### config.mk
export PLATFORM = sky130hd
export DESIGN_NAME = functional_unit_reservation
export DESIGN_NICKNAME = d
export VERILOG_FILES = /design/src/fur_pkg.sv /design/src/fur_table.sv /design/src/functional_unit_reservation.sv
export SDC_FILE = /design/constraint.sdc
export NUM_CORES = 2
export LEC_CHECK = 0
export ABC_CLOCK_PERIOD_IN_PS = 8630
export BUFFER_PORTS_ARGS = -buffer_cell sky130_fd_sc_hd__buf_2
export CORE_UTILIZATION = 35
export DETAILED_ROUTE_END_ITERATION = 12
export PLACE_DENSITY = 0.56
export SYNTH_ARGS = -nofsm -noshare
export SYNTH_HDL_FRONTEND = slang
export SYNTH_SLANG_ARGS = --single-unit
### constraint.sdc
create_clock -name clk -period 8.63 [get_ports clk]
set_input_delay 1.726 -clock clk [delete_from_list [all_inputs] [get_ports clk]]
set_output_delay 1.726 -clock clk [all_outputs]
set_load 0.02 [all_outputs]
### src/fur_pkg.sv
// ----------------------------------------------------------------------------
// Functional unit reservation package
// Widths, register indexes, reset values, item structures and helpers.
// ----------------------------------------------------------------------------
package fur_pkg;

    localparam int NUM_CLASSES_DEF = 8;
    localparam int UNITS_MAX_DEF   = 4;

    localparam int CYCLE_W        = 32;
    localparam int CLASS_W        = 3;
    localparam int LAT_W          = 8;
    localparam int CNT_W          = 32;
    localparam int UCNT_W         = 3;
    localparam int PACKED_CLASSES = 8;

    localparam int UNITS_REG_W = UCNT_W * PACKED_CLASSES;
    localparam int LAT_REG_W   = LAT_W * PACKED_CLASSES;
    localparam int CFG_DATA_W  = LAT_REG_W;
    localparam int CFG_ADDR_W  = 2;

    localparam int IN_FIELDS_W  = CLASS_W + 2 * CYCLE_W;
    localparam int IN_DATA_W    = ((IN_FIELDS_W + 7) / 8) * 8;
    localparam int OUT_FIELDS_W = LAT_W + CYCLE_W + 3 * CNT_W;
    localparam int OUT_DATA_W   = ((OUT_FIELDS_W + 7) / 8) * 8;

    localparam logic [UNITS_REG_W-1:0] UNITS_RESET = '0;
    localparam logic [LAT_REG_W-1:0]   LAT_RESET   = 64'h0101_0101_0101_0101;

    localparam logic [CNT_W-1:0] CNT_MAX = '1;

    typedef enum logic [CFG_ADDR_W-1:0] {
        CFG_UNITS     = 2'd0,
        CFG_ISSUE_LAT = 2'd1,
        CFG_OP_LAT    = 2'd2
    } cfg_idx_t;

    typedef enum logic {
        KIND_RESERVE = 1'b0,
        KIND_RELEASE = 1'b1
    } kind_t;

    typedef struct packed {
        logic [UNITS_REG_W-1:0] units_per_class;
        logic [LAT_REG_W-1:0]   issue_latencies;
        logic [LAT_REG_W-1:0]   operation_latencies;
    } cfg_t;

    typedef struct packed {
        kind_t              kind;
        logic [CLASS_W-1:0] unit_class;
        logic [CYCLE_W-1:0] now_cycle;
        logic [CYCLE_W-1:0] first_try_cycle;
    } req_t;

    typedef struct packed {
        logic [LAT_W-1:0]   latency;
        logic [CYCLE_W-1:0] try_cycle_out;
        logic [CNT_W-1:0]   class_accesses;
        logic [CNT_W-1:0]   class_denials;
        logic [CNT_W-1:0]   class_wait_total;
    } rsp_t;

    // Unsigned add that sticks at the all-ones value on overflow.
    function automatic logic [CNT_W-1:0] sat_add(input logic [CNT_W-1:0] a,
                                                 input logic [CNT_W-1:0] b);
        logic [CNT_W:0] sum;
        sum = {1'b0, a} + {1'b0, b};
        return sum[CNT_W] ? CNT_MAX : sum[CNT_W-1:0];
    endfunction

endpackage

### src/fur_table.sv
// ----------------------------------------------------------------------------
// Functional unit reservation table
// Per-unit free cycles and per-class statistics, updated once per item.
// ----------------------------------------------------------------------------
module fur_table
    import fur_pkg::*;
#(
    parameter int NUM_CLASSES = NUM_CLASSES_DEF,
    parameter int UNITS_MAX   = UNITS_MAX_DEF
)
(
    input  logic clk,
    input  logic rst_n,
    input  logic req_fire,
    input  req_t req,
    input  cfg_t cfg,
    output rsp_t rsp
);

    localparam int CLS_W = (NUM_CLASSES > 1) ? $clog2(NUM_CLASSES) : 1;

    // One lane per unit slot, each lane indexed by class.
    logic [CYCLE_W-1:0] free_at_reg [UNITS_MAX][NUM_CLASSES];
    logic [CNT_W-1:0]   grant_cnt_reg [NUM_CLASSES];
    logic [CNT_W-1:0]   deny_cnt_reg  [NUM_CLASSES];
    logic [CNT_W-1:0]   wait_sum_reg  [NUM_CLASSES];

    logic                 cls_ok;
    logic [CLS_W-1:0]     cls_idx;
    logic [UCNT_W-1:0]    units_raw;
    logic [UCNT_W-1:0]    units_n;
    logic [LAT_W-1:0]     issue_lat;
    logic [LAT_W-1:0]     op_lat;
    logic [CYCLE_W-1:0]   try_cyc;
    logic                 reserve;
    logic [UNITS_MAX-1:0] unit_free;
    logic [UNITS_MAX-1:0] grant_oh;
    logic                 granted;
    logic                 denied;
    logic [CNT_W-1:0]     grant_cnt_next;
    logic [CNT_W-1:0]     deny_cnt_next;
    logic [CNT_W-1:0]     wait_sum_next;
    logic [CYCLE_W-1:0]   busy_until;

    always_comb
    begin
        logic found;
        cls_ok    = int'(req.unit_class) < NUM_CLASSES;
        cls_idx   = CLS_W'(req.unit_class);
        units_raw = cfg.units_per_class[req.unit_class * UCNT_W +: UCNT_W];
        units_n   = (units_raw > UCNT_W'(UNITS_MAX)) ? UCNT_W'(UNITS_MAX) : units_raw;
        issue_lat = cfg.issue_latencies[req.unit_class * LAT_W +: LAT_W];
        op_lat    = cfg.operation_latencies[req.unit_class * LAT_W +: LAT_W];
        try_cyc   = (req.first_try_cycle == '0) ? req.now_cycle : req.first_try_cycle;
        reserve   = (req.kind == KIND_RESERVE) && (req.unit_class != '0) && cls_ok;

        // Lowest-numbered unit of the class that is free by now wins.
        found = 1'b0;
        for (int i = 0; i < UNITS_MAX; i++)
        begin
            unit_free[i] = reserve && (UCNT_W'(i) < units_n)
                           && (free_at_reg[i][cls_idx] <= req.now_cycle);
            grant_oh[i]  = unit_free[i] && !found;
            found        = found || unit_free[i];
        end
        granted = found;
        denied  = reserve && !found;

        busy_until     = req.now_cycle + CYCLE_W'(issue_lat);
        grant_cnt_next = sat_add(grant_cnt_reg[cls_idx], CNT_W'(1));
        deny_cnt_next  = sat_add(deny_cnt_reg[cls_idx], CNT_W'(1));
        wait_sum_next  = sat_add(wait_sum_reg[cls_idx], req.now_cycle - try_cyc);

        if (req.kind == KIND_RELEASE)
        begin
            rsp.latency       = '0;
            rsp.try_cycle_out = '0;
        end
        else if (req.unit_class == '0)
        begin
            rsp.latency       = LAT_W'(1);
            rsp.try_cycle_out = req.first_try_cycle;
        end
        else
        begin
            rsp.latency       = granted ? op_lat : '0;
            rsp.try_cycle_out = try_cyc;
        end

        if (cls_ok)
        begin
            rsp.class_accesses   = granted ? grant_cnt_next : grant_cnt_reg[cls_idx];
            rsp.class_denials    = denied ? deny_cnt_next : deny_cnt_reg[cls_idx];
            rsp.class_wait_total = granted ? wait_sum_next : wait_sum_reg[cls_idx];
        end
        else
        begin
            rsp.class_accesses   = '0;
            rsp.class_denials    = '0;
            rsp.class_wait_total = '0;
        end
    end

    always_ff @(posedge clk or negedge rst_n)
    begin
        if (!rst_n)
        begin
            for (int c = 0; c < NUM_CLASSES; c++)
            begin
                for (int i = 0; i < UNITS_MAX; i++)
                begin
                    free_at_reg[i][c] <= '0;
                end
                grant_cnt_reg[c] <= '0;
                deny_cnt_reg[c]  <= '0;
                wait_sum_reg[c]  <= '0;
            end
        end
        else if (req_fire)
        begin
            if (req.kind == KIND_RELEASE)
            begin
                for (int c = 0; c < NUM_CLASSES; c++)
                begin
                    for (int i = 0; i < UNITS_MAX; i++)
                    begin
                        free_at_reg[i][c] <= '0;
                    end
                end
            end
            else
            begin
                for (int i = 0; i < UNITS_MAX; i++)
                begin
                    if (grant_oh[i])
                    begin
                        free_at_reg[i][cls_idx] <= busy_until;
                    end
                end
                if (granted)
                begin
                    grant_cnt_reg[cls_idx] <= grant_cnt_next;
                    wait_sum_reg[cls_idx]  <= wait_sum_next;
                end
                if (denied)
                begin
                    deny_cnt_reg[cls_idx] <= deny_cnt_next;
                end
            end
        end
    end

endmodule

### src/functional_unit_reservation.sv
// Two registers (input, then result); a result is presented once its item has moved on
// into the result register, which waits while an earlier result is not taken. One item
// per cycle while results are taken; the table and its counters update as each result
// is captured, so each item sees every earlier item's reservation without any forwarding.
// Reset (rst_n low, asynchronous): every unit free, all counts zero, no item held,
// unit counts zero and all latencies one.
// ----------------------------------------------------------------------------
// Functional unit reservation
// Issue-stage reservation of pipelined functional units with per-class statistics.
// ----------------------------------------------------------------------------
module functional_unit_reservation
    import fur_pkg::*;
#(
    parameter int NUM_CLASSES = NUM_CLASSES_DEF,
    parameter int UNITS_MAX   = UNITS_MAX_DEF
)
(
    input  logic                  clk,
    input  logic                  rst_n,

    // Configuration write port, no read-back.
    input  logic                  cfg_we,
    input  logic [CFG_ADDR_W-1:0] cfg_addr,
    input  logic [CFG_DATA_W-1:0] cfg_wdata,

    // Request stream.
    input  logic                  s_axis_tvalid,
    output logic                  s_axis_tready,
    // From bit 0: unit_class[2:0], now_cycle[34:3], first_try_cycle[66:35], zero fill.
    input  logic [IN_DATA_W-1:0]  s_axis_tdata,
    // kind: 0 reserve, 1 release all units.
    input  logic                  s_axis_tuser,

    // Result stream.
    output logic                  m_axis_tvalid,
    input  logic                  m_axis_tready,
    // From bit 0: latency[7:0], try_cycle_out[39:8], class_accesses[71:40],
    // class_denials[103:72], class_wait_total[135:104].
    output logic [OUT_DATA_W-1:0] m_axis_tdata
);

    cfg_t cfg_reg;
    logic in_valid_reg;
    req_t in_req_reg;
    logic out_valid_reg;
    rsp_t out_rsp_reg;
    rsp_t rsp;
    logic in_accept;
    logic fire;

    // The configuration registers are to be written only while the block is idle, so
    // no item in flight ever sees a change half way through; the block does not enforce this.
    always_ff @(posedge clk or negedge rst_n)
    begin
        if (!rst_n)
        begin
            cfg_reg.units_per_class     <= UNITS_RESET;
            cfg_reg.issue_latencies     <= LAT_RESET;
            cfg_reg.operation_latencies <= LAT_RESET;
        end
        else if (cfg_we)
        begin
            case (cfg_addr)
                CFG_UNITS:     cfg_reg.units_per_class     <= cfg_wdata[UNITS_REG_W-1:0];
                CFG_ISSUE_LAT: cfg_reg.issue_latencies     <= cfg_wdata[LAT_REG_W-1:0];
                CFG_OP_LAT:    cfg_reg.operation_latencies <= cfg_wdata[LAT_REG_W-1:0];
                default:       ;
            endcase
        end
    end

    // The item in the input register is processed whenever the result register
    // is empty or is being emptied in the same cycle. The input side stays open
    // as long as the held item moves on, so a waiting result stalls only one item.
    assign fire          = in_valid_reg && (!out_valid_reg || m_axis_tready);
    assign s_axis_tready = !in_valid_reg || fire;
    assign in_accept     = s_axis_tvalid && s_axis_tready;

    always_ff @(posedge clk or negedge rst_n)
    begin
        if (!rst_n)
        begin
            in_valid_reg  <= 1'b0;
            out_valid_reg <= 1'b0;
        end
        else
        begin
            if (in_accept)
            begin
                in_valid_reg <= 1'b1;
            end
            else if (fire)
            begin
                in_valid_reg <= 1'b0;
            end

            if (fire)
            begin
                out_valid_reg <= 1'b1;
            end
            else if (m_axis_tready)
            begin
                out_valid_reg <= 1'b0;
            end
        end
    end

    // Payload registers carry no reset; their valid flags guard them.
    always_ff @(posedge clk)
    begin
        if (in_accept)
        begin
            in_req_reg.kind            <= kind_t'(s_axis_tuser);
            in_req_reg.unit_class      <= s_axis_tdata[CLASS_W-1:0];
            in_req_reg.now_cycle       <= s_axis_tdata[CLASS_W +: CYCLE_W];
            in_req_reg.first_try_cycle <= s_axis_tdata[CLASS_W + CYCLE_W +: CYCLE_W];
        end
        if (fire)
        begin
            out_rsp_reg <= rsp;
        end
    end

    // The reservation table works on the held item and commits its update on
    // the same edge that captures the result.
    fur_table #(
        .NUM_CLASSES (NUM_CLASSES),
        .UNITS_MAX   (UNITS_MAX)
    ) u_fur_table (
        .clk      (clk),
        .rst_n    (rst_n),
        .req_fire (fire),
        .req      (in_req_reg),
        .cfg      (cfg_reg),
        .rsp      (rsp)
    );

    assign m_axis_tvalid = out_valid_reg;
    assign m_axis_tdata  = OUT_DATA_W'({out_rsp_reg.class_wait_total,
                                        out_rsp_reg.class_denials,
                                        out_rsp_reg.class_accesses,
                                        out_rsp_reg.try_cycle_out,
                                        out_rsp_reg.latency});

endmodule

==> impl_summary.md <==
Run status
The run finished with clean final reports.

Global route
After global routing the overflow that remains totals 0. The first-pass GRT wire length is ~550 mm. The initial antenna violation count was 20. The number of global-route vias before repair came to roughly 80000. The total routing usage reported by global routing is 0.248.

Entering global routing, the biggest net connects around 180 pins.

Layout
The multi-input gate area in the final layout is approximately 45000 um^2. The layout has 27800 filler cells. The register area is between 50000 and 60000 um^2.

The flip-flop count of the largest register, all copies and words added is between 1000 and 1500. The area added between synthesis and finish is 13.7%. In the final layout, the share of cells above drive strength 1 is 0.158. At the end of the flow, the number of nets in the layout was between 9000 and 10000.

Hold path
The critical hold path startpoint is u_fur_table.deny_cnt_reg[250]$_DFFE_PN0P_. For hold timing, the worst endpoint is u_fur_table.deny_cnt_reg[250]$_DFFE_PN0P_. The min-delay analysis places its worst path in the category reg -> reg. The worst hold path was traced through 0 stages.

STA
Between clock sinks in the finished design, the worst skew comes to about 120 ps. For the pin with the worst max-slew slack, the measured transition is 1340 ps. Dividing the final minimum period by the clock period gives 0.916. Hold timing on the final database bottoms out at a slack of roughly 370 ps. The shortest clock period the worst path allows after layout is roughly 8000 ps.

The remaining max-slew budget at the tightest pin is 0.105. The final hold violation count is 0. The number of pins exceeding their max-slew limit in the final report is 0.

The final setup violation count is 0. Setup repair after global routing left no endpoint under its margin. For this run, the top clock speed supported by timing is 126 MHz. Summed over all failing endpoints, the final setup total negative slack is 0 ps.

Pwr
The share of power burned in the clock network is 0.308. For this design the total switching power over the nets is ~12000 uW. The ratio of total power to cell area is 293 nW/um^2. The share of total power dissipated in sequential elements is 0.426. The worst vdd rail ir drop is between 150 and 200 uV. The switching power as a share of total power is 0.342. The cell-internal power is ~23000 uW. In this run the static leakage power is slightly above 0.05 uW. The share of total power dissipated in combinational logic is 0.265.

Setup path
The arrival time of the worst setup path is between 8000 and 9000 ps. The startpoint of the most critical setup path is in_req_reg[25]$_DFFE_PP_. Data on the critical path is required at its endpoint by around 9000 ps. The type of origin of the critical path is a flip-flop. Setup slack on the worst reg-to-reg path comes out at between 700 and 800 ps. Counting stages on the worst path, the most repeated cell is a21oi_1.

Together, buffers and inverters on the worst path number 0. The largest single stage delay on the critical path is roughly 1100 ps. Counting cells, the worst reg-to-reg path comes to 23. The critical path's top delay family is simple AND/OR/NAND/NOR gates. The largest fanout of any net on the critical path is 8. The worst setup path is captured at a flip-flop. The largest individual stage delay along the critical path comes from the cell nor4_1. The destination of the worst register-to-register timing path is m_axis_tdata[126]$_DFFE_PP_. The signal on the critical path passes through nor4_1 -> nand4_1 -> nor2_4 -> a21oi_1 -> ha_1 -> nor2b_1 -> o21ai_0 -> nor3_1 -> and2_1 -> o21ai_0 -> nor3_1 -> or3_1 -> a21oi_1 -> ha_1 -> nand3_1 -> a21oi_1 -> o41ai_1 -> a211oi_1 -> o211ai_1 -> a21oi_1 -> o22a_1 -> nor4_1 -> a21oi_1.

The critical setup path kind is reg -> reg. The worst register-to-register path begins at in_req_reg[25]$_DFFE_PP_.

Clock tree
The clock tree synthesis step divided the H-tree into 4 levels. The insertion delay to the later sink of the worst-skew pair is about 950 ps. The post-cts resize count is 0. The number of buffers between clock root and the deepest sink is 4. The total setup buffers inserted after CTS is 0.

Buffers inserted during clock tree synthesis total ~230. The clock edge transition at the registers on the reported setup and hold paths is about 60 ps. In this run the clock root is driven by a clkbuf_16. The clock tree from TritonCTS is built. The number of hold buffers added after CTS was 0. The tree built by TritonCTS fans out to approximately 2100 sinks.

Placed design
At the end of routability-driven placement, the weighted congestion stood at 0.910. The number of input and output port buffers inserted is 276. Summed over all nets, the half-perimeter wirelength after detailed placement is roughly 240 mm.

Routing
After detailed routing, the average wire length per cell comes to about 28 um. The detailed router finished its first iteration with a little under 10000 violations. After detailed routing, the total wire length is 377 mm. The DRC violations left is 0. The count of TritonRoute iterations in the first routing pass is 9. The number of nets with antenna violations after routing is 0.

Using the TritonRoute via totals, the vias-per-cell ratio works out to 6.02. The routed via count is roughly 82000.

Logic synthesis
The count of mapped cells out of synthesis is roughly 9600. Yosys mapped a number of flops with a built-in enable equal to ~200. The distinct cell type count after synthesis is ~110. The net count of the mapped netlist is between 9000 and 10000. The share of synthesized area in the top cell type comes to 0.467. Yosys printed 0 warnings. The synthesized flop and latch total is around 2100. Counting flops with an async set or reset pin after synthesis yields a share of 0.905. Each instance of the synthesized netlist takes up on average about 11 um^2. The cell type with the highest aggregate area in the netlist is dfrtp_1. The post-synthesis sequential area ratio is 0.531.

The cell area after synthesis is 103000 um^2. Ranked by total cell area, the synthesized netlist is headed by dfrtp_1, edfxtp_1, a22oi_1. The most instantiated flip-flop cell in the synthesis netlist is dfrtp_1.

Floorplanning
roughly 280 I/O pins were placed. From bottom edge to top edge, the die measures roughly 540 um. The die covers a little under 300000 um^2. The core area is roughly 300000 um^2. The number of core rows is approximately 200. The chip width is about 540 um. The initial core utilization is 0.353.

Flow run
The number of max-cap violations is 0.
worst reg2reg max path: cells and delay by family, from the launching register on:
kind	cells	cell delay, ps
AOI/OAI and AO/OA	11	2900
DFF	1	410
adders and majority gates	2	750
and+or+nand+nor	10	3550
routing by layer:
metal,global-route usage,up-vias,wire [um],share of wire
met1,0.347,42100,162000,0.43
met3,0.0476,634,32500,0.086
met2,0.386,3795,170000,0.45
met4,0.0811,8,12800,0.034
li1,-,35400,-,-
met5,0,-,54,0.00014
synthesized netlist by cell type (all sizes together) (15+ instances only):
library cell	instances
nand3b	20
buf	249
ha	191
a21o	39
a31oi	69
mux2i	258
a211oi	23
nand3	138
mux2	415
nand4	185
xnor2	89
nor2	852
o21ai	406
a21oi	681
inv	115
o2bb2ai	285
and4	16
a222oi	15
edfxtp	204
clkbuf	638
and3	158
xor2	37
a22oi	730
nor3	68
o22ai	26
nand2b	44
nand2	604
o31ai	106
a22o	206
nor2b	39
mux4	56
nor4	31
a221oi	79
dfstp	15
o31a	16
o21a	22
and2	152
dfrtp	1927
a221o	137
power by group through the flow:
| stage | Sequential (uW) | Combinational [uW] | Clock, uW |
|---|---|---|---|
| CTS | 14600 | 9060 | 10800 |
| global placement | 14600 | 8750 | 0 |
| finish | 14700 | 9140 | 10600 |
| detailed placement | 14800 | 9030 | 0 |
| global route | 15000 | 10000 | 11100 |
| floorplan | 14500 | 5950 | 0 |
cell families after synthesis:
| family | Yosys count | share of synthesized area |
|---|---|---|
| and+or+nand+nor | 2389 | 0.110 |
| AOI/OAI and AO/OA | 2955 | 0.200 |
| buffers and inverters | 1006 | 0.0413 |
| xor gates and xnor gates | 126 | 0.0107 |
| muxes | 729 | 0.0826 |
| adders and majority gates | 202 | 0.0245 |
| DFF | 2146 | 0.531 |
through the flow:
step	worst slack [ps]	utilization	power [uW]	instance area, um^2	cells
3_5_place_dp	855	0.374	23800	109000	13100
3_3_place_gp	784	0.374	23400	109000	13100
6_report	722	0.402	34400	117000	13600
5_1_grt	101	0.402	36100	117000	13600
4_1_cts	805	0.401	34400	117000	13600
2_1_floorplan	411	-	20400	103000	9553
how the worst max path moves through the flow:
stage,end,slack (ps),cells after the start
floorplan,u_fur_table.free_at_reg[100]$_DFFE_PN0P_,410,8
global placement,m_axis_tdata[126]$_DFFE_PP_,780,28
detailed placement,m_axis_tdata[126]$_DFFE_PP_,860,23
CTS,m_axis_tdata[126]$_DFFE_PP_,800,23
global route,m_axis_tdata[126]$_DFFE_PP_,100,23
finish,m_axis_tdata[126]$_DFFE_PP_,720,23
cell type report:
class,instances,area share
diodes,10,0.000213
flip-flops and latches,2146,0.467
inverters,119,0.00391
repair buffers,581,0.0373
clock inverters,103,0.0118
multi-input cells,6401,0.382
well taps,3900,0.0416
clock buffers,325,0.0566
cells in the final DEF (no fill, tap or decap), drive strengths merged, types with 191 or more instances in the layout:
cell	n
mux2i	258
a22oi	730
clkbuf	325
a21oi	681
ha	191
o21ai	406
nor2	852
o2bb2ai	285
edfxtp	204
mux2	415
nand2	604
a22o	206
dfrtp	1927
buf	581
(Power assumes the default switching activity.)
